File: src/design/bqc_pkg.sv
// ============================================================================
// bqc_pkg - shared types and constants of the biquad cascade core
// Fixed-point formats, coefficient bundle, delay-word pair and register map.
// ============================================================================
package bqc_pkg;

    // fixed-point formats
    localparam int CW     = 20;               // coefficient, Q4.16
    localparam int DW     = 40;               // delay word / section signal, Q24.16
    localparam int OW     = 24;               // sample width
    localparam int FRAC   = 16;               // fraction bits
    localparam int PW     = CW + DW - FRAC;   // rounded product width
    localparam int CHAN_W = 3;

    // register map
    localparam int REG_SECTIONS = 4;          // sections with programmable coefficients
    localparam int NW           = 3 * CW;     // numerator register width
    localparam int FW           = 2 * CW;     // feedback register width
    localparam int APB_DW       = 64;
    localparam int APB_AW       = 6;          // eight registers at 8-byte spacing
    localparam int REG_IDX_LSB  = 3;

    localparam logic       REG_KIND_NUMER = 1'b0;
    localparam logic       REG_KIND_FBACK = 1'b1;
    localparam logic [NW-1:0] NUMER_RESET = NW'(65536);
    localparam logic [FW-1:0] FBACK_RESET = '0;

    // coefficients of one section
    typedef struct packed {
        logic signed [CW-1:0] b0;
        logic signed [CW-1:0] b1;
        logic signed [CW-1:0] b2;
        logic signed [CW-1:0] a1;
        logic signed [CW-1:0] a2;
    } t_coef_set;

    // one delay-memory entry: both delay words of a channel/section
    typedef struct packed {
        logic signed [DW-1:0] w2;
        logic signed [DW-1:0] w1;
    } t_delay_pair;

endpackage

File: src/design/bqc_state_ram.sv
// ============================================================================
// bqc_state_ram - delay-word memory
// One write port and one read port, read data registered and held between
// reads. No reset; the core clears it with a sweep.
// ============================================================================
module bqc_state_ram #(
    parameter int DEPTH = 32,
    parameter int AW    = 5
) (
    input  logic                 i_clk,
    input  logic                 i_wr_en,
    input  logic [AW-1:0]        i_wr_addr,
    input  bqc_pkg::t_delay_pair i_wr_data,
    input  logic                 i_rd_en,
    input  logic [AW-1:0]        i_rd_addr,
    output bqc_pkg::t_delay_pair o_rd_data
);
    import bqc_pkg::*;

    t_delay_pair r_mem [DEPTH];
    t_delay_pair r_rd_data;

    // write port
    always_ff @(posedge i_clk) begin
        if (i_wr_en) begin
            r_mem[i_wr_addr] <= i_wr_data;
        end
    end

    // read port
    always_ff @(posedge i_clk) begin
        if (i_rd_en) begin
            r_rd_data <= r_mem[i_rd_addr];
        end
    end

    assign o_rd_data = r_rd_data;

endmodule

File: config.mk
export PLATFORM = sky130hd
export DESIGN_NAME = bqc_state_ram
export DESIGN_NICKNAME = d
export VERILOG_FILES = /design/src/design/bqc_pkg.sv /design/src/design/bqc_state_ram.sv
export SDC_FILE = /design/constraint.sdc
export NUM_CORES = 2
export LEC_CHECK = 0
export BUFFER_PORTS_ARGS = -buffer_cell sky130_fd_sc_hd__buf_2
export CELL_PAD_IN_SITES_DETAIL_PLACEMENT = 1
export CELL_PAD_IN_SITES_GLOBAL_PLACEMENT = 1
export CORE_MARGIN = 1.5
export CORE_UTILIZATION = 55
export CTS_CLUSTER_DIAMETER = 200
export DETAILED_ROUTE_END_ITERATION = 10
export GPL_ROUTABILITY_DRIVEN = 0
export GPL_TIMING_DRIVEN = 0
export MAX_ROUTING_LAYER = met4
export PLACE_DENSITY_LB_ADDON = 0.1
export SYNTH_ARGS = -nofsm -noshare
export SYNTH_HDL_FRONTEND = slang
export SYNTH_SLANG_ARGS = --single-unit
File: constraint.sdc
create_clock -name i_clk -period 5.61 [get_ports i_clk]
set_input_delay 0.2805 -clock i_clk [delete_from_list [all_inputs] [get_ports i_clk]]
set_output_delay 0.2805 -clock i_clk [all_outputs]
set_load 0.1 [all_outputs]
Yosys cells after proc, flatten, opt, wreduce, memory -nomap -nowiden
Memories as Yosys holds them, arrays and structs flattened. A register that Yosys moved wholly into a read port is not among the register bits.
Cells that the tools add are included.
- mux-type cells: 2
- operators by type and width (kind ; count):
    $mux W1 ; 2
- bits in registers: 0
- memory bits (writable): 2560
- input port bits: 93
- output and inout port bits: 80
- memories kept: 1
- memory list (name ; depth ; bits a word ; rd ports ; clocked after Yosys merged registers in ; wr ports ; RTL line ; RTL):
    r_mem ; 32 ; 80 ; 1 ; 1 ; 1 ; bqc_state_ram.sv:20 ; t_delay_pair r_mem [DEPTH];

Longest topological paths before layout
- word-level depth: 2
- depth in mapped cells: 9
- depth with buffers taken out: 4

Worst setup path before layout
Ideal clock, no wire load.
- path type: input port to flip-flop
- start: input i_wr_addr[1]
- end: memory r_mem[12][0] in the netlist's numbering, enable pin
- setup time: 0.519 ns
- arrival time: 4.278 ns
- required time: 5.091 ns
- path slack: 0.813 ns
- stages on the path: 3
- buffers on the path: 1
- cells stage by stage: or3b_2 -> clkbuf_1 -> nor2_1
- RTL lines (element ; RTL line ; RTL):
    start, declared ; bqc_state_ram.sv:12 ; input logic [AW-1:0] i_wr_addr,
    end, declared ; bqc_state_ram.sv:20 ;
No word-level cell before the write port.

==> run metrics <==
status complete, no violations; Worst Skew 57.0 ps; Placeable Area 0.180 mm²; Switching Fraction 22.1%; Final Setup Violations 0; Synth Area in Compound Gates 3.93%; R2R depth 3; Pins Over Slew Limit 0; Pwr Total 0.0421 W; sequential area share after synthesis 79.5%; Num CTS Buffers 284; CTS tree yes; commonest non-fill, non-tap cell in the layout edfxtp_1; initial antenna violation count 10; mux cell area share after synthesis 13.7%; clk slew on worst S/H paths 60 ps; synth warn 0; Reg2Reg Launch Point r_mem[23][1]; port buffer count 168; FF+latch count, synth 2640; crit end category flop; RSZ-0062 raised after global routing false; post-synthesis simple-gate area fraction 1.53%; largest net degree at the start of global routing 51; kind of critical path in2reg; internal power 0.0328 W; worst min path class in2reg; HPWL Detailed 192 mm; CP endpoint o_rd_data[1]; Crit Path Max Fanout 10; H-tree depth 5; setup bufs post-CTS 0; count of different cell masters after synthesis 31; layout cells sized above 1 21.0%; CP Launch Point i_rd_addr[3]; DR iter-0 viols 6663; main combinational cell family by area after synthesis multiplexers; nets 5445; sw power 0.00932 W; CTS max path bufs 4; total grt overflow 0; via count 52433; actual slew at the worst max-slew pin 1460 ps; commonest non-fill, non-tap cells in the layout edfxtp_1, mux2i_1, a22oi_1; GRT Util Overall 33.0%; Mapped Nets 4775; combinational share of power 6.1%; Post-Synth Adder-Cell Area 0%; Hold Buf Count CTS 81; vias in the first global route 54919; setup_tns 0 ps; worst skew pair latency 940 ps; power density cells 364 mW/mm²; Mapped Avg Cell Area 21.3 µm²; Post-Synth XOR/XNOR Area 0%; first-pass GRT wire length 413 mm; Fin. Hold Viols 0; WL/cell 37.1 µm; Initial Utilization 55.3%; # Max-Cap Violations 0; clock share of power 41.4%; WP data required 6320 ps; drt total wl 294 mm; Peak supply drop 0.434 mV; die area 0.184 mm²; sequential share of power 52.4%; Fmax 312 MHz; die height 429 µm; CP Launch Type primary input; post-route ant nets 0; Layout area overhead 16.2%; fin crit share 57.1%; DRC Markers 0; FP Rows 156; crit path DAT 3920 ps; post-CTS sizing 0; layout filler cell count 14565; R2R Path End o_rd_data[1]; chip width 429 µm; fin crit period 3210 ps; io pins 173; Pre-antenna DRT Iters 5; fin util 64.2%; clock tree sinks 2640; Clock Tree Root clkbuf_16; reg-to-reg slack, setup 3450 ps; leakage power 38.2 nW; Via-to-Cell Ratio 6.62; final hold slack 117 ps; Post-Synthesis Cells 4682; relative slew slack 1.95%; area of the mapped netlist 0.0997 mm²
## worst max-delay path, stage by stage
cell and delay (ps):
buf_2 210, nor2b_1 610, and2_1 230, clkbuf_1 890
clkbuf_1 820, a22oi_1 450, nand3_1 400
## Yosys cell counts
cell type	count	area, µm²
nor2b_1	15	93.8
nor2_1	44	165
a21oi_1	8	40.0
nor3_1	4	20.0
and3_1	1	6.26
nor2_2	2	12.5
nand4_1	46	288
a32oi_1	4	35.0
clkbuf_4	1	7.51
nand2b_1	1	6.26
a22oi_1	424	3180
or3b_2	2	17.5
nor3_2	1	10.0
nand3_1	152	761
and2_1	9	56.3
and3b_1	1	8.76
nand2_1	11	41.3
edfxtp_1	2640	79300
a22o_1	44	385
buf_6	18	203
or3_1	1	6.26
buf_8	1	15.0
inv_1	1	3.75
clkbuf_1	101	379
buf_2	108	541
buf_1	9	33.8
mux4_2	320	7210
buf_4	24	180
nand3b_1	5	37.5
mux2i_1	640	6410
a31oi_1	44	275
## power groups by stage
| stage | clock, W | combinational [W] | sequential, W |
|---|---|---|---|
| 6_report | 0.0175 | 0.00259 | 0.0221 |
| 5_1_grt | 0.0183 | 0.00269 | 0.0221 |
| 4_1_cts | 0.0176 | 0.00259 | 0.0221 |
| 3_5_place_dp | 0 | 0.00253 | 0.0225 |
| 3_3_place_gp | 0 | 0.00240 | 0.0225 |
| 2_1_floorplan | 0 | 0.00102 | 0.0229 |
## registers in the layout, summed over array words and instances, names as in the netlist
name and flops:
r_mem 2560, o_rd_data 80
## worst min path at each step
stage                        startpoint             to  slack, ps  cells past startpoint
after detailed placement  r_mem[20][41]  o_rd_data[41]        710                      4
after CTS                  i_wr_addr[3]  r_mem[17][47]         80                      3
after global placement    r_mem[20][52]  o_rd_data[52]        710                      4
after floorplan            i_wr_data[0]    r_mem[0][0]        380                      0
final                      i_wr_addr[2]  r_mem[17][47]        120                      3
after global routing       i_wr_addr[3]  r_mem[17][47]        150                      3
## layer usage
layer / global-route usage [%] / part of all wire, % / vias to the layer above
met3: 4.82 / 7.2 / 616
met2: 54.5 / 51 / 2725
met5: - / 0 / -
met1: 42.0 / 38 / 28055
met4: 12.2 / 4.0 / 0
li1: - / - / 21037
## layout make-up
class / count / area [µm²] / area share, %
buffer: 262 / 1360 / 1.18
clock buffer: 365 / 7600 / 6.56
antenna: 8 / 20.0 / 0.0173
tap: 2370 / 2970 / 2.56
multi-input combinational: 1779 / 19300 / 16.7
timing repair buffer: 384 / 4510 / 3.90
inverter: 1 / 3.75 / 0.00324
sequential: 2640 / 79300 / 68.4
clock inverter: 106 / 808 / 0.698
## stage by stage
stage          setup slack [ps]  area [µm²]  instances
6_report                   2400      116000       7915
2_1_floorplan               813       99700       4682
5_1_grt                    2530      116000       7915
3_5_place_dp               1590      107000       7355
4_1_cts                    2560      116000       7907
3_3_place_gp              -4930      104000       7220
## cell families after synthesis
family          count (synthesis)
buf+inv                       263
mux                           960
simple gates                  295
compound gates                524
flops                        2640
Power figures use the tool's default switching activity.
