<file path="config.mk">
export PLATFORM = sky130hd
export DESIGN_NAME = bqc_mul_round
export DESIGN_NICKNAME = d
export VERILOG_FILES = /design/src/design/bqc_pkg.sv /design/src/design/bqc_mul_round.sv
export SDC_FILE = /design/constraint.sdc
export NUM_CORES = 2
export LEC_CHECK = 0
export BUFFER_PORTS_ARGS = -buffer_cell sky130_fd_sc_hd__buf_4
export CAP_MARGIN = 30
export CORE_MARGIN = 3
export CORE_UTILIZATION = 25
export DETAILED_ROUTE_END_ITERATION = 12
export PLACE_DENSITY = 0.47
export SLEW_MARGIN = 10
export SYNTH_ARGS = -nofsm -noshare
export SYNTH_HDL_FRONTEND = slang
export SYNTH_SLANG_ARGS = --single-unit
</file>
<file path="constraint.sdc">
create_clock -name i_clk -period 10.3 [get_ports i_clk]
set_input_delay 2.06 -clock i_clk [delete_from_list [all_inputs] [get_ports i_clk]]
set_output_delay 2.06 -clock i_clk [all_outputs]
set_load 0.005 [all_outputs]
</file>
<file path="src/design/bqc_pkg.sv">
// ============================================================================
// bqc_pkg - shared types and constants of the biquad cascade core
// Fixed-point formats, coefficient bundle, delay-word pair and register map.
// ============================================================================
package bqc_pkg;

    // fixed-point formats
    localparam int CW     = 20;               // coefficient, Q4.16
    localparam int DW     = 40;               // delay word / section signal, Q24.16
    localparam int OW     = 24;               // sample width
    localparam int FRAC   = 16;               // fraction bits
    localparam int PW     = CW + DW - FRAC;   // rounded product width
    localparam int CHAN_W = 3;

    // register map
    localparam int REG_SECTIONS = 4;          // sections with programmable coefficients
    localparam int NW           = 3 * CW;     // numerator register width
    localparam int FW           = 2 * CW;     // feedback register width
    localparam int APB_DW       = 64;
    localparam int APB_AW       = 6;          // eight registers at 8-byte spacing
    localparam int REG_IDX_LSB  = 3;

    localparam logic       REG_KIND_NUMER = 1'b0;
    localparam logic       REG_KIND_FBACK = 1'b1;
    localparam logic [NW-1:0] NUMER_RESET = NW'(65536);
    localparam logic [FW-1:0] FBACK_RESET = '0;

    // coefficients of one section
    typedef struct packed {
        logic signed [CW-1:0] b0;
        logic signed [CW-1:0] b1;
        logic signed [CW-1:0] b2;
        logic signed [CW-1:0] a1;
        logic signed [CW-1:0] a2;
    } t_coef_set;

    // one delay-memory entry: both delay words of a channel/section
    typedef struct packed {
        logic signed [DW-1:0] w2;
        logic signed [DW-1:0] w1;
    } t_delay_pair;

endpackage

</file>
<file path="src/design/bqc_mul_round.sv">
// ============================================================================
// bqc_mul_round - two-stage coefficient by delay-word multiply with rounding
// The 40-bit operand is split into a signed high part and an unsigned 16-bit
// low part; the result is the product rounded to 16 fraction bits.
// ============================================================================
module bqc_mul_round (
    input  logic                        i_clk,
    input  logic signed [bqc_pkg::CW-1:0] i_coef,
    input  logic signed [bqc_pkg::DW-1:0] i_data,
    output logic signed [bqc_pkg::PW-1:0] o_prod
);
    import bqc_pkg::*;

    localparam int LW = CW + FRAC + 1;   // low partial product width
    localparam int RW = LW + 1;          // low partial plus rounding constant

    logic signed [DW-FRAC-1:0] hi;
    logic signed [FRAC:0]      lo;
    logic signed [PW-1:0]      r_ph;
    logic signed [LW-1:0]      r_pl;
    logic signed [RW-1:0]      pl_rnd;
    logic signed [RW-FRAC-1:0] pl_carry;
    logic signed [PW-1:0]      r_prod;

    assign hi = i_data[DW-1:FRAC];
    assign lo = {1'b0, i_data[FRAC-1:0]};

    // stage 1: partial products
    always_ff @(posedge i_clk) begin
        r_ph <= i_coef * hi;
        r_pl <= i_coef * lo;
    end

    // stage 2: round the low part and merge; the high part has no fraction bits
    assign pl_rnd   = r_pl + RW'(signed'(1 << (FRAC - 1)));
    assign pl_carry = pl_rnd[RW-1:FRAC];

    always_ff @(posedge i_clk) begin
        r_prod <= r_ph + pl_carry;
    end

    assign o_prod = r_prod;

endmodule

</file>
# [After elaboration in Yosys (flattened, before gate mapping)]
# Cells that the tools add are included.
[classes] add_sub_neg=2 n_reduce_logical=0 n_shift=0 eq_ne=0 div_mod_pow=0 n_bitwise=0 muxes=0 multipliers=2 n_lt_le_gt_ge=0
[ops] cell="$add A44 B22 Y44" n=1
[ops] cell="$mul A20 B24 Y44" n=1
[ops] cell="$add A37 B17 Y38 const B" n=1
[ops] cell="$mul A20 B17 Y37" n=1
[totals] mem_bits_rw=0 ff_bits=125 wordCells=7 inputBits=61 out_inout_bits=44 latchBits=0 mem_bits_ro=0 memories=0

# [Logic depth before layout (Yosys ltp)]
[logic_depth] word_depth=2 depth_mapped=26 ltp_nobuf=25

# [Worst setup path before layout]
# OpenSTA, ideal clock, no wires.
[synth_timing] path_type="input -> register" startpoint="input port i_data[36] (netlist name)" endpoint="register r_ph[42]" cell_stages=23 t_arrival_ns=8.076 path_buffers=1 path_slack_ns=2.100 t_required_ns=10.176 setup_time_ns=0.124 cell_sequence="clkbuf_1 -> nand2_1 -> fa_1 -> inv_1 -> fa_1 -> inv_1 -> fa_1 -> inv_1 -> fa_1 -> fa_1 -> fa_1 -> inv_1 -> fa_1 -> inv_1 -> ha_1 -> and2_1 -> nand3_1 -> or2_2 -> o31ai_1 -> a41oi_2 -> o21ai_1 -> a311oi_1 -> xnor2_1"
[synth_via] elab_chain_len=1
[synth_lines] item="from (decl)" line="bqc_mul_round.sv:9" text="input logic signed [bqc_pkg::DW-1:0] i_data,"
[synth_lines] item="$mul A20 B24 Y44" line="bqc_mul_round.sv:30" text="r_ph <= i_coef * hi;"
[synth_lines] item="to (signal assigned)" line="bqc_mul_round.sv:30"
[synth_lines] item="to (decl)" line="bqc_mul_round.sv:19" text="logic signed [PW-1:0] r_ph;"
# Every way passes these cells.

# [Final worst setup path]
[layout_timing] startpoint="input port i_coef[5] (netlist name)" endpoint="register r_ph[42]"
[layout_via] elab_chain_len=1
[layout_lines] item="from (decl)" line="bqc_mul_round.sv:8" text="input logic signed [bqc_pkg::CW-1:0] i_coef,"
[layout_lines] item="$mul A20 B24 Y44" line="bqc_mul_round.sv:30"
# Every way passes these cells.

==> flow_metrics.env <==
export IMPL_status="completed"
export IMPL_worstPathCellList="buf_4 > nand2_1 > fa_1 > inv_1 > fa_1 > inv_1 > fa_1 > inv_1 > fa_1 > fa_1 > fa_1 > inv_1 > fa_1 > inv_1 > ha_1 > and2_1 > nand3_1 > or2_2 > o31ai_1 > a41oi_2 > o21ai_1 > a311oi_1 > xnor2_1"
export IMPL_synth_top_cells_by_count="911 x inv_1, 812 x fa_1, 461 x nand2_1"
export IMPL_setup_viol=0
export IMPL_cts_made_buffers=9
export IMPL_drt_first_pass_iters=5
export IMPL_io_pins=105
export IMPL_root_buffer="clkbuf_16"
export IMPL_finalHoldViolCount=0
export IMPL_crit_arrival_ns=9.08
export IMPL_drt_wl_total_mm=95.8
export IMPL_grt_max_degree=41
export IMPL_die_h_um=375
export IMPL_cp_end_kind="flip-flop"
export IMPL_post_cts_buffers=0
export IMPL_r2r_slack_ns=5.17
export IMPL_cts_tree="done"
export IMPL_clk_path_buf_depth=2
export IMPL_grt_pass1_wl_mm=155
export IMPL_hold_ws_ns=0.461
export IMPL_antenna_found_initial=13
export IMPL_place_port_buffers=104
export IMPL_dp_hpwl_mm=77.2
export IMPL_yosys_warnings=0
export IMPL_wl_per_cell_um=17.6
export IMPL_crit_slowest_cell="fa_1"
export IMPL_cp_required_ns=10.57
export IMPL_cts_htree_levels=3
export IMPL_seqCellArea_um2=2200
export IMPL_drt_iter0_drc=1198
export IMPL_synth_top_cell_by_area="fa_1"
export IMPL_syn_area_um2=34000
export IMPL_cp_common_cell="fa_1"
export IMPL_placeableCoreArea_um2=134000
export IMPL_syn_inst=3725
export IMPL_grt_pass1_vias=26500
export IMPL_drv_slew=0
export IMPL_area_growth_syn_to_layout_pct=8.09
export IMPL_hold_buffers=0
export IMPL_relSlewSlack=0.486
export IMPL_multi_input_area_um2=27700
export IMPL_start_util=0.253
export IMPL_period_needed_ns=8.81
export IMPL_critPathMaxStageDelay_ns=0.57
export IMPL_finalNetCount=4801
export IMPL_synth_edf_count=0
export IMPL_postRouteAntennaNets=0
export IMPL_setup_tns_ns=0
export IMPL_fin_crit_sh=0.855
export IMPL_ys_flop_type="dfxtp_1"
export IMPL_avgSynthCellArea_um2=9.13
export IMPL_synth_top_cell_area_share=0.478
export IMPL_placementRows=134
export IMPL_grt_setup_unrepaired="no"
export IMPL_ys_top_cells_by_area="fa_1 48%, inv_1 10%, ha_1 9.2%"
export IMPL_fill_cells=14400
export IMPL_fin_util=0.274
export IMPL_drv_cap=0
export IMPL_grt_ovfl_total=0
export IMPL_drive_above_1_share=0.0432
export IMPL_grt_use_total=0.142
export IMPL_hp_class="reg -> reg"
export IMPL_clk_pin_slew_ns=0.08
export IMPL_ys_types=70
export IMPL_finClkSkew_ns=0.0229
export IMPL_vias=23800
export IMPL_async_reset_ff_frac=0
export IMPL_cts_sinks=110
export IMPL_synth_fp_nets=4848
export IMPL_ys_ff_latch=110
export IMPL_post_cts_resize_count=0
export IMPL_yosysMostFrequentCell="inv_1"
export IMPL_synth_seq_area_share=0.0647
export IMPL_gp_congestion=0.840
export IMPL_crit_fanout=40
export IMPL_cp_start_kind="input pin"
export IMPL_drc=0
export IMPL_die_area_um2=141000
export IMPL_dieWidth_um=375
export IMPL_worst_slew_pin_slew_ns=0.770
export IMPL_viasPerCell=4.36
export IMPL_clkLatencyLatePin_ns=0.40
export IMPL_critPathKind="in -> reg"
export IMPL_fmax_mhz=114
[sequential cells by signal, indices dropped and copies added, names as in the netlist]
register / cells
r_pl: 22
o_prod: 44
r_ph: 44
[layer usage]
metal | part of all wire | global-route usage
met3 | 0.052 | 0.0177
met5 | 0.00011 | 0
met4 | 0.012 | 0.0229
met2 | 0.46 | 0.232
met1 | 0.48 | 0.204
[final timing paths]
| path | start | to | cells after the start |
|---|---|---|---|
| max | i_coef[5] | r_ph[42] | 23 |
| min | r_ph[0] | o_prod[0] | 1 |
| max reg2reg | r_pl[17] | o_prod[43] | 18 |
| min reg2reg | r_ph[0] | o_prod[0] | 1 |
[final cells by class]
cell class,instances,area share
inverters,912,0.0931
diodes,5,0.000340
clock inverters,7,0.00174
clock buffers,9,0.00613
repair buffers,116,0.0242
multi-input cells,2529,0.754
well taps,1768,0.0602
flip-flops and latches,110,0.0599
[through the flow]
| step | area, µm² | setup WS, ns | std cells |
|---|---|---|---|
| 2_1_floorplan | 34000 | 2.10 | 3725 |
| 3_3_place_gp | 36400 | 1.19 | 5434 |
| 3_5_place_dp | 36400 | 1.13 | 5434 |
| 4_1_cts | 36700 | 1.55 | 5450 |
| 5_1_grt | 36800 | 1.17 | 5452 |
| 6_report | 36800 | 1.49 | 5456 |
[cells in the final DEF, fill, tap and decap left out, types with 7 or more instances in the layout]
cell type	count
o21ai_0	47
o21ai_1	8
clkbuf_16	9
nor2b_1	7
nand3_1	27
a211oi_1	9
dfxtp_1	110
xnor2_1	97
a21o_1	41
o211ai_1	9
nand2_1	461
and3_1	20
o21bai_1	11
ha_1	250
nand2b_1	20
nor2_1	63
o21a_1	18
nor3_1	15
inv_1	911
xor2_1	37
or2_2	7
and2_1	374
a21oi_1	92
nand4_1	15
fa_1	812
buf_4	115
[worst max-delay path: cells and delay by family]
family	cells	cell delay, ns
compound gates	4	1.31
xor+xnor	1	0.15
fa+ha+maj	8	3.90
buf+inv	6	0.74
simple gates	4	0.85
[kinds of logic (layout without fill, tap and decap cells)]
kind of cell,count (synthesis),count (layout),synth area share
buffers and inverters,1086,1044,0.120
adders and majority gates,1062,1062,0.570
and+or+nand+nor,1027,1027,0.150
AOI/OAI and AO/OA,306,306,0.0612
xor gates and xnor gates,134,134,0.0345
DFF,110,110,0.0647
other,0,5,0
Power is left out: the tool's default activity adds up to more than one toggle a clock period on the data nets, which glitch-free logic cannot reach.
