$ cat src/design/bqc_pkg.sv
// ============================================================================
// bqc_pkg - shared types and constants of the biquad cascade core
// Fixed-point formats, coefficient bundle, delay-word pair and register map.
// ============================================================================
package bqc_pkg;

    // fixed-point formats
    localparam int CW     = 20;               // coefficient, Q4.16
    localparam int DW     = 40;               // delay word / section signal, Q24.16
    localparam int OW     = 24;               // sample width
    localparam int FRAC   = 16;               // fraction bits
    localparam int PW     = CW + DW - FRAC;   // rounded product width
    localparam int CHAN_W = 3;

    // register map
    localparam int REG_SECTIONS = 4;          // sections with programmable coefficients
    localparam int NW           = 3 * CW;     // numerator register width
    localparam int FW           = 2 * CW;     // feedback register width
    localparam int APB_DW       = 64;
    localparam int APB_AW       = 6;          // eight registers at 8-byte spacing
    localparam int REG_IDX_LSB  = 3;

    localparam logic       REG_KIND_NUMER = 1'b0;
    localparam logic       REG_KIND_FBACK = 1'b1;
    localparam logic [NW-1:0] NUMER_RESET = NW'(65536);
    localparam logic [FW-1:0] FBACK_RESET = '0;

    // coefficients of one section
    typedef struct packed {
        logic signed [CW-1:0] b0;
        logic signed [CW-1:0] b1;
        logic signed [CW-1:0] b2;
        logic signed [CW-1:0] a1;
        logic signed [CW-1:0] a2;
    } t_coef_set;

    // one delay-memory entry: both delay words of a channel/section
    typedef struct packed {
        logic signed [DW-1:0] w2;
        logic signed [DW-1:0] w1;
    } t_delay_pair;

endpackage

$ cat src/design/bqc_cfg_regs.sv
// ============================================================================
// bqc_cfg_regs - coefficient registers behind the APB port
// Numerator and feedback register per section, unpacked into coefficient
// bundles. Sections past the programmable ones pass the signal through.
// ============================================================================
module bqc_cfg_regs #(
    parameter int SECTIONS = 4
) (
    input  logic                          i_clk,
    input  logic                          i_rst_n,
    input  logic                          psel,
    input  logic                          penable,
    input  logic                          pwrite,
    input  logic [bqc_pkg::APB_AW-1:0]    paddr,
    input  logic [bqc_pkg::APB_DW-1:0]    pwdata,
    output logic [bqc_pkg::APB_DW-1:0]    prdata,
    output logic                          pready,
    output bqc_pkg::t_coef_set            o_coefs [SECTIONS]
);
    import bqc_pkg::*;

    localparam int RSEC = (SECTIONS < REG_SECTIONS) ? SECTIONS : REG_SECTIONS;

    logic [NW-1:0] r_numer [RSEC];
    logic [FW-1:0] r_fback [RSEC];

    logic [APB_AW-REG_IDX_LSB-1:0] reg_idx;
    logic [APB_AW-REG_IDX_LSB-2:0] reg_sec;
    logic                          reg_kind;
    logic                          wr_hit;

    assign reg_idx  = paddr[APB_AW-1:REG_IDX_LSB];
    assign reg_sec  = reg_idx[APB_AW-REG_IDX_LSB-1:1];
    assign reg_kind = reg_idx[0];
    assign wr_hit   = psel && penable && pwrite;
    assign pready   = 1'b1;

    // register writes; sections not present ignore the write
    always_ff @(posedge i_clk) begin
        if (!i_rst_n) begin
            for (int s = 0; s < RSEC; s++) begin
                r_numer[s] <= NUMER_RESET;
                r_fback[s] <= FBACK_RESET;
            end
        end else if (wr_hit) begin
            for (int s = 0; s < RSEC; s++) begin
                if (32'(reg_sec) == s) begin
                    if (reg_kind == REG_KIND_FBACK) begin
                        r_fback[s] <= pwdata[FW-1:0];
                    end else begin
                        r_numer[s] <= pwdata[NW-1:0];
                    end
                end
            end
        end
    end

    // read back
    always_comb begin
        prdata = '0;
        for (int s = 0; s < RSEC; s++) begin
            if (32'(reg_sec) == s) begin
                if (reg_kind == REG_KIND_FBACK) begin
                    prdata = APB_DW'(r_fback[s]);
                end else begin
                    prdata = APB_DW'(r_numer[s]);
                end
            end
        end
    end

    // coefficient bundles
    for (genvar s = 0; s < SECTIONS; s++) begin : g_coef
        if (s < RSEC) begin : g_prog
            assign o_coefs[s].b0 = r_numer[s][CW-1:0];
            assign o_coefs[s].b1 = r_numer[s][2*CW-1:CW];
            assign o_coefs[s].b2 = r_numer[s][3*CW-1:2*CW];
            assign o_coefs[s].a1 = r_fback[s][CW-1:0];
            assign o_coefs[s].a2 = r_fback[s][2*CW-1:CW];
        end else begin : g_fixed
            assign o_coefs[s].b0 = NUMER_RESET[CW-1:0];
            assign o_coefs[s].b1 = NUMER_RESET[2*CW-1:CW];
            assign o_coefs[s].b2 = NUMER_RESET[3*CW-1:2*CW];
            assign o_coefs[s].a1 = FBACK_RESET[CW-1:0];
            assign o_coefs[s].a2 = FBACK_RESET[2*CW-1:CW];
        end
    end

endmodule

$ cat config.mk
export PLATFORM = sky130hd
export DESIGN_NAME = bqc_cfg_regs
export DESIGN_NICKNAME = d
export VERILOG_FILES = /design/src/design/bqc_pkg.sv /design/src/design/bqc_cfg_regs.sv
export SDC_FILE = /design/constraint.sdc
export NUM_CORES = 1
export LEC_CHECK = 0
export ABC_AREA = 1
export BUFFER_PORTS_ARGS = -buffer_cell sky130_fd_sc_hd__buf_4
export CORE_AREA = 2 2 208 210
export DETAILED_ROUTE_END_ITERATION = 10
export DIE_AREA = 0 0 210 212
export GPL_ROUTABILITY_DRIVEN = 0
export PLACE_DENSITY = 0.77
export REMOVE_ABC_BUFFERS = 1
export SLEW_MARGIN = 20
export SYNTH_ARGS = -nofsm -noshare
export SYNTH_HDL_FRONTEND = slang
export SYNTH_SLANG_ARGS = --single-unit
$ cat constraint.sdc
create_clock -name i_clk -period 9.4 [get_ports i_clk]
set_input_delay 1.88 -clock i_clk [delete_from_list [all_inputs] [get_ports i_clk]]
set_output_delay 1.88 -clock i_clk [all_outputs]
set_load 0.05 [all_outputs]
## Yosys cells after proc, flatten, opt, wreduce, memory -nomap -nowiden

Memory sizes are Yosys's and may differ from the RTL's.
Cells that the tools add are included.
Widths: inputs -> output; s select.

- Bits in registers: 0
- RAM bits: 400
- Bits of input ports: 75
- Output and inout bits: 465
- Memories kept: 2

- Equal/unequal tests: 3
- Muxes and demuxes: 51
- Bitwise operators: 8
- Reductions and logical operators: 3

Memory list:

| name | depth | bits a word | read ports | clocked after memory_dff | write ports | RTL line | text |
|---|---|---|---|---|---|---|---|
| r_numer | 4 | 60 | 4 | 0 | 4 | bqc_cfg_regs.sv:24 | `logic [NW-1:0] r_numer [RSEC];` |
| r_fback | 4 | 40 | 4 | 0 | 4 | bqc_cfg_regs.sv:25 | `logic [FW-1:0] r_fback [RSEC];` |

Operator list:

| operator | count |
|---|---|
| $mux 60 | 9 |
| $mux 64 | 3 |
| $mux 40 | 4 |
| $mux 1 | 35 |
| $or 1x1->1 | 8 |
| $eq 2x2->1 const B | 2 |
| $eq 2x1->1 const B | 1 |
| $logic_and 1x1->1 | 2 |
| $logic_not 2->1 | 1 |

## Longest topological paths before layout

Gate-level depths: netlist of the first run.

- Word-level depth: 6
- Gate-level depth with buffers: 9
- Mapped depth without buffers: 7

## Worst setup path after synthesis of the first run

OpenSTA, ideal clock, no wires.

- Path type: input to register
- From: input port paddr[3] in the netlist's numbering
- To: memory r_numer[0][100] in the netlist's numbering (enable)
- Setup time: 0.561 ns
- Arrival: 6.884 ns
- Required time: 8.839 ns
- Slack: 1.955 ns
- Stages: 5
- Buffers on the path: 2
- Cells stage by stage: inv_2 > clkbuf_1 > clkbuf_1 > nand2_1 > o21ai_0

RTL lines:

| element | RTL line | text |
|---|---|---|
| start: declaration | bqc_cfg_regs.sv:14 | `input logic [bqc_pkg::APB_AW-1:0] paddr,` |
| end: declaration | bqc_cfg_regs.sv:24 |  |

## Final worst setup path of the first run

- From: input port paddr[3] in the netlist's numbering
- To: output port prdata[29] in the netlist's numbering

- Cells in the longest elaborated chain, start to end: 5
- Elaborated cells on any way between the ends: 8

RTL lines:

| element | RTL line | text |
|---|---|---|
| $mux 60 | bqc_cfg_regs.sv:63 | `if (reg_kind == REG_KIND_FBACK) begin` |
| $mux 60 | bqc_cfg_regs.sv:62 | `if (32'(reg_sec) == s) begin` |
| $mux 64 (2 in series) | bqc_cfg_regs.sv:62 |  |
| $mux 64 (*) | bqc_cfg_regs.sv:62 |  |
| end: declaration | bqc_cfg_regs.sv:16 | `output logic [bqc_pkg::APB_DW-1:0] prdata,` |

Mark *: on every way between the ends. The rest lies on a longest branch, timed or not.

==> results of run 1 <==
## final timing paths
| kind | from | to | slack [ns] | depth (start not counted) |
|---|---|---|---|---|
| max | paddr[3] | prdata[29] | 3.44 | 10 |
| min | pwdata[51] | r_numer[0][171] | 1.66 | 3 |
## cell families (layout without fill, tap and decap cells)
kind of cell / after synthesis / count (layout)
AOI/OAI and AO/OA: 24 / 24
buffers and inverters: 357 / 872
other: 2 / 5
DFF: 400 / 400
and+or+nand+nor: 1294 / 1294
## power by group
part	total [mW]	internal [mW]	switching, mW
Combinational	1.00	0.241	0.762
Clock	1.63	0.951	0.683
Sequential	2.13	2.07	0.0642
Total	4.77	3.26	1.51
## cells in the mapped netlist (2+ instances only)
cell type  number  share of area (%)
buf_4           8               0.32
buf_1          16               0.32
inv_1         243                4.9
nand4_1         2              0.068
conb_1          2              0.041
nor2_1        482                9.8
a21oi_1        20               0.54
buf_2          33               0.89
nand3_1        47                1.3
nor2_4          3               0.18
nand2_1       756                 15
o21ai_0         4               0.11
nand4_2         2               0.14
inv_2           2              0.041
edfxtp_1      400                 65
clkbuf_1       54                1.1
## per-layer routing
metal	track usage [%]	share of wire (%)	routed length (microns)
met1	34.5	36	23300
met2	47.1	48	30900
met3	7.52	12	7640
met4	15.3	4.8	3140
met5	0	0	0
## layout make-up
class,instances,area [sq um],share of cell area [%]
Clock buffer,57,1170,4.82
Clock inverter,18,158,0.649
Inverter,245,925,3.80
Multi-Input combinational cell,1323,5210,21.4
Sequential cell,400,12000,49.4
Tap cell,546,683,2.81
Timing Repair Buffer,552,4150,17.1
## through the flow
stage	area (sq um)	instances	hold WS [ns]	worst slack [ns]	util, %
after global routing	24300	3141	1.64	3.32	57.2
final	24300	3141	1.66	3.44	57.2
after detailed placement	23000	3066	2.22	3.51	54.0
after global placement	23000	3066	2.21	3.52	54.0
after CTS	24300	3141	1.63	3.50	57.2
after floorplan	18000	1968	2.04	0.145	-
## sequential cells by signal (all words and copies together) (netlist names)
| name | cells |
|---|---|
| r_fback | 160 |
| r_numer | 240 |
==> flow_metrics.env, run 1 <==
export IMPL_path_class="in -> out"
export IMPL_syn_area_per_cell_sq_um=8.92
export IMPL_path_common_cell="nand2_1"
export IMPL_cts_tree="done"
export IMPL_clk_pin_slew_ns=0.05
export IMPL_dr_total_vias=16400
export IMPL_status="finished, final reports clean"
export IMPL_die_h_microns=212
export IMPL_cts_max_path_buffers=3
export IMPL_synth_edf_count=400
export IMPL_die_x_microns=210
export IMPL_grt_pass1_wl_microns=94100
export IMPL_io_buffers=527
export IMPL_async_flop_share_pct=0
export IMPL_synth_compound_area_share_pct=0.648
export IMPL_final_cell_mix="nand2_1 (751), buf_4 (551), nor2_1 (482)"
export IMPL_grt_max_degree=88
export IMPL_synth_xor_area_share_pct=0
export IMPL_synth_cell_types=19
export IMPL_ys_ff_latch=400
export IMPL_cts_root_buf="clkbuf_16"
export IMPL_route_detailed_drc=0
export IMPL_hp_class="in -> reg"
export IMPL_h_tree_depth=2
export IMPL_boundaryPins=540
export IMPL_areaGrowthSynthToFinish_pct=31.2
export IMPL_clock_sinks=400
export IMPL_finalCritPeriodShare_pct=63.4
export IMPL_startpoint_type="input pin"
export IMPL_rsz0062_at_grt="false"
export IMPL_dr_first_iter_drc_count=1507
export IMPL_crit_fanout=82
export IMPL_via_per_inst=5.21
export IMPL_hold_buffers=0
export IMPL_layout_drive_gt1_share_pct=24.1
export IMPL_antenna_found_initial=0
export IMPL_dp_hpwl_microns=40700
export IMPL_fillers=3496
export IMPL_critPathArrivalTime_ns=4.08
export IMPL_required_ns=7.52
export IMPL_grt_usage_pct=28.5
export IMPL_max_cap_violations=0
export IMPL_layout_commonest_cell="nand2_1"
export IMPL_cp_end_kind="output port"
export IMPL_synth_ff_type="edfxtp_1"
export IMPL_dieArea_sq_um=44500
export IMPL_cts_setup_buffers=0
export IMPL_cp_slowest_cell="buf_4"
export IMPL_yosys_warnings=0
export IMPL_detail_route_wl_per_cell_microns=20.7
export IMPL_routed_wl_microns=65000
export IMPL_start_util_pct=43.6
export IMPL_slew_violations=0
export IMPL_cts_resized=0
export IMPL_max_freq_mhz=168
export IMPL_detail_route_antenna_nets=0
export IMPL_synth_adder_area_share_pct=0
export IMPL_critPathTopFamily="buffers and inverters"
export IMPL_synth_top_family_by_area="simple AND/OR/NAND/NOR gates"
export IMPL_antenna_cells=0
export IMPL_final_nets=2639
export IMPL_core_sq_um=42500
export IMPL_power_mw=4.77
export IMPL_slowest_delay_ns=0.77
export IMPL_worst_pin_slew_ns=1.17
export IMPL_power_static_leakage_nw=11.6
export IMPL_yosysSeqAreaShare_pct=64.8
export IMPL_path_cells="buf_4 -> inv_6 -> buf_4 -> nand2_1 -> nand2_1 -> nand2_1 -> nand2_1 -> inv_1 -> nand2_1 -> buf_4"
export IMPL_synth_area_sq_um=18500
export IMPL_hold_violations=0
export IMPL_fin_tns_setup_ns=0
export IMPL_worstPathBufferInverterCount=5
export IMPL_yosys_area_share_simple_pct=26.8
export IMPL_setup_viol_count_final=0
export IMPL_grt_pass1_vias=16100
export IMPL_overflow=0
export IMPL_numCtsBuffers=42
export IMPL_rows=76
export IMPL_muxShareOfSynthArea_pct=0
export IMPL_finalCriticalPeriod_ns=5.96
export IMPL_netlist_instances=2077
export IMPL_slew_headroom_pct=22.1
export IMPL_ir_drop_uv=175
export IMPL_dr_pass1_iters=9
export IMPL_powerDensity_nw_per_um2=196
(Power assumes the default switching activity.)
==> inputs of run 2 (changes only) <==
- clock period: 9.4 -> 5.7 ns (I/O delays scaled with it)
==> flow_metrics.env, run 2 (same netlist as run 1, synthesis figures left out) <==
export IMPL_rows=76
export IMPL_fin_area_sq_um=24400
export IMPL_final_nets=2642
export IMPL_dr_first_iter_drc_count=1694
export IMPL_max_freq_mhz=238
export IMPL_dr_total_vias=16400
export IMPL_cts_resized=0
export IMPL_top_regs="r_numer (240), r_fback (160)"
export IMPL_worst_pin_slew_ns=1.15
export IMPL_finalCritPeriodShare_pct=73.6
export IMPL_overflow=0
export IMPL_antenna_cells=0
export IMPL_startpoint_type="input pin"
export IMPL_clk_pin_slew_ns=0.06
export IMPL_path_class="in -> out"
export IMPL_antenna_found_initial=0
export IMPL_ir_drop_uv=292
export IMPL_cts_max_path_buffers=3
export IMPL_status="finished, final reports clean"
export IMPL_die_h_microns=212
export IMPL_required_ns=4.56
export IMPL_boundaryPins=540
export IMPL_rsz0062_at_grt="false"
export IMPL_layout_commonest_cell="nand2_1"
export IMPL_dp_hpwl_microns=41000
export IMPL_via_per_inst=5.21
export IMPL_cts_tree="done"
export IMPL_slew_headroom_pct=23.4
export IMPL_postPlaceCellArea_sq_um=23000
export IMPL_critPathArrivalTime_ns=3.06
export IMPL_h_tree_depth=2
export IMPL_core_sq_um=42500
export IMPL_cp_end_kind="output port"
export IMPL_dr_pass1_iters=5
export IMPL_hold_buffers=0
export IMPL_routed_wl_microns=64500
export IMPL_clock_sinks=400
export IMPL_dieArea_sq_um=44500
export IMPL_slew_violations=0
export IMPL_cts_setup_buffers=0
export IMPL_regMostFlops="r_numer"
export IMPL_grt_usage_pct=28.2
export IMPL_detail_route_wl_per_cell_microns=20.5
export IMPL_powerDensity_nw_per_um2=322
export IMPL_hp_class="in -> reg"
export IMPL_crit_fanout=84
export IMPL_power_mw=7.86
export IMPL_finalCriticalPeriod_ns=4.20
export IMPL_timing_hold_ws_ns=0.920
export IMPL_numCtsBuffers=41
export IMPL_power_static_leakage_nw=11.7
export IMPL_route_detailed_drc=0
export IMPL_areaGrowthSynthToFinish_pct=31.6
export IMPL_final_cell_mix="nand2_1 (751), buf_4 (551), nor2_1 (482)"
export IMPL_start_util_pct=43.6
export IMPL_grt_max_degree=146
export IMPL_grt_pass1_vias=16000
export IMPL_largest_reg_flops=240
export IMPL_setup_viol_count_final=0
export IMPL_die_x_microns=210
export IMPL_max_cap_violations=0
export IMPL_layout_drive_gt1_share_pct=24.4
export IMPL_detail_route_antenna_nets=0
export IMPL_cts_root_buf="clkbuf_16"
export IMPL_hold_violations=0
export IMPL_io_buffers=527
export IMPL_grt_pass1_wl_microns=93700
## run 2: worst max-delay path, cell delays in order
cell and delay (ns):
buf_4 0.21, inv_6 0.60, buf_4 0.43, nand2_1 0.09, nor2_1 0.09, nor2_1 0.09
nand2_1 0.14, buf_4 0.22
## run 2: cell type report
type                    count  area, sq um
fillers                  3509        18100
flip-flops and latches    400        12000
multi-input cells        1323         5210
repair buffers            556         4230
clock buffers              50         1100
inverters                 245          925
well taps                 546          683
clock inverters            23          223
## run 2: power breakdown
part	internal [mW]	leakage, nW	switching (mW)
clock network	1.56	0.639	1.13
logic	0.403	7.20	1.25
registers	3.41	3.82	0.108
total	5.37	11.7	2.49
## run 2: through the flow
step	cells	setup WS (ns)	utilization, %	setup TNS [ns]
6_report	3143	1.50	57.4	0
5_1_grt	3143	1.42	57.4	0
4_1_cts	3143	1.54	57.3	0
3_5_place_dp	3070	1.54	54.2	0
3_3_place_gp	3070	1.55	54.2	0
2_1_floorplan	1968	-2.81	-	-414.02
## run 2: layer usage
| metal | GRT usage [%] | routed length (microns) | up-vias | share of wire [%] |
|---|---|---|---|---|
| li1 | - | - | 7390 | - |
| met1 | 33.7 | 22900 | 7686 | 36 |
| met2 | 47.4 | 31000 | 1122 | 48 |
| met3 | 7.96 | 7830 | 185 | 12 |
| met4 | 13.0 | 2790 | 0 | 4.3 |
| met5 | 0 | 0 | - | 0 |
## run 2: final timing paths
path,from,endpoint,cells after the start
worst max-delay path,paddr[3],prdata[57],8
worst min-delay path,pwdata[53],r_numer[0][173],3
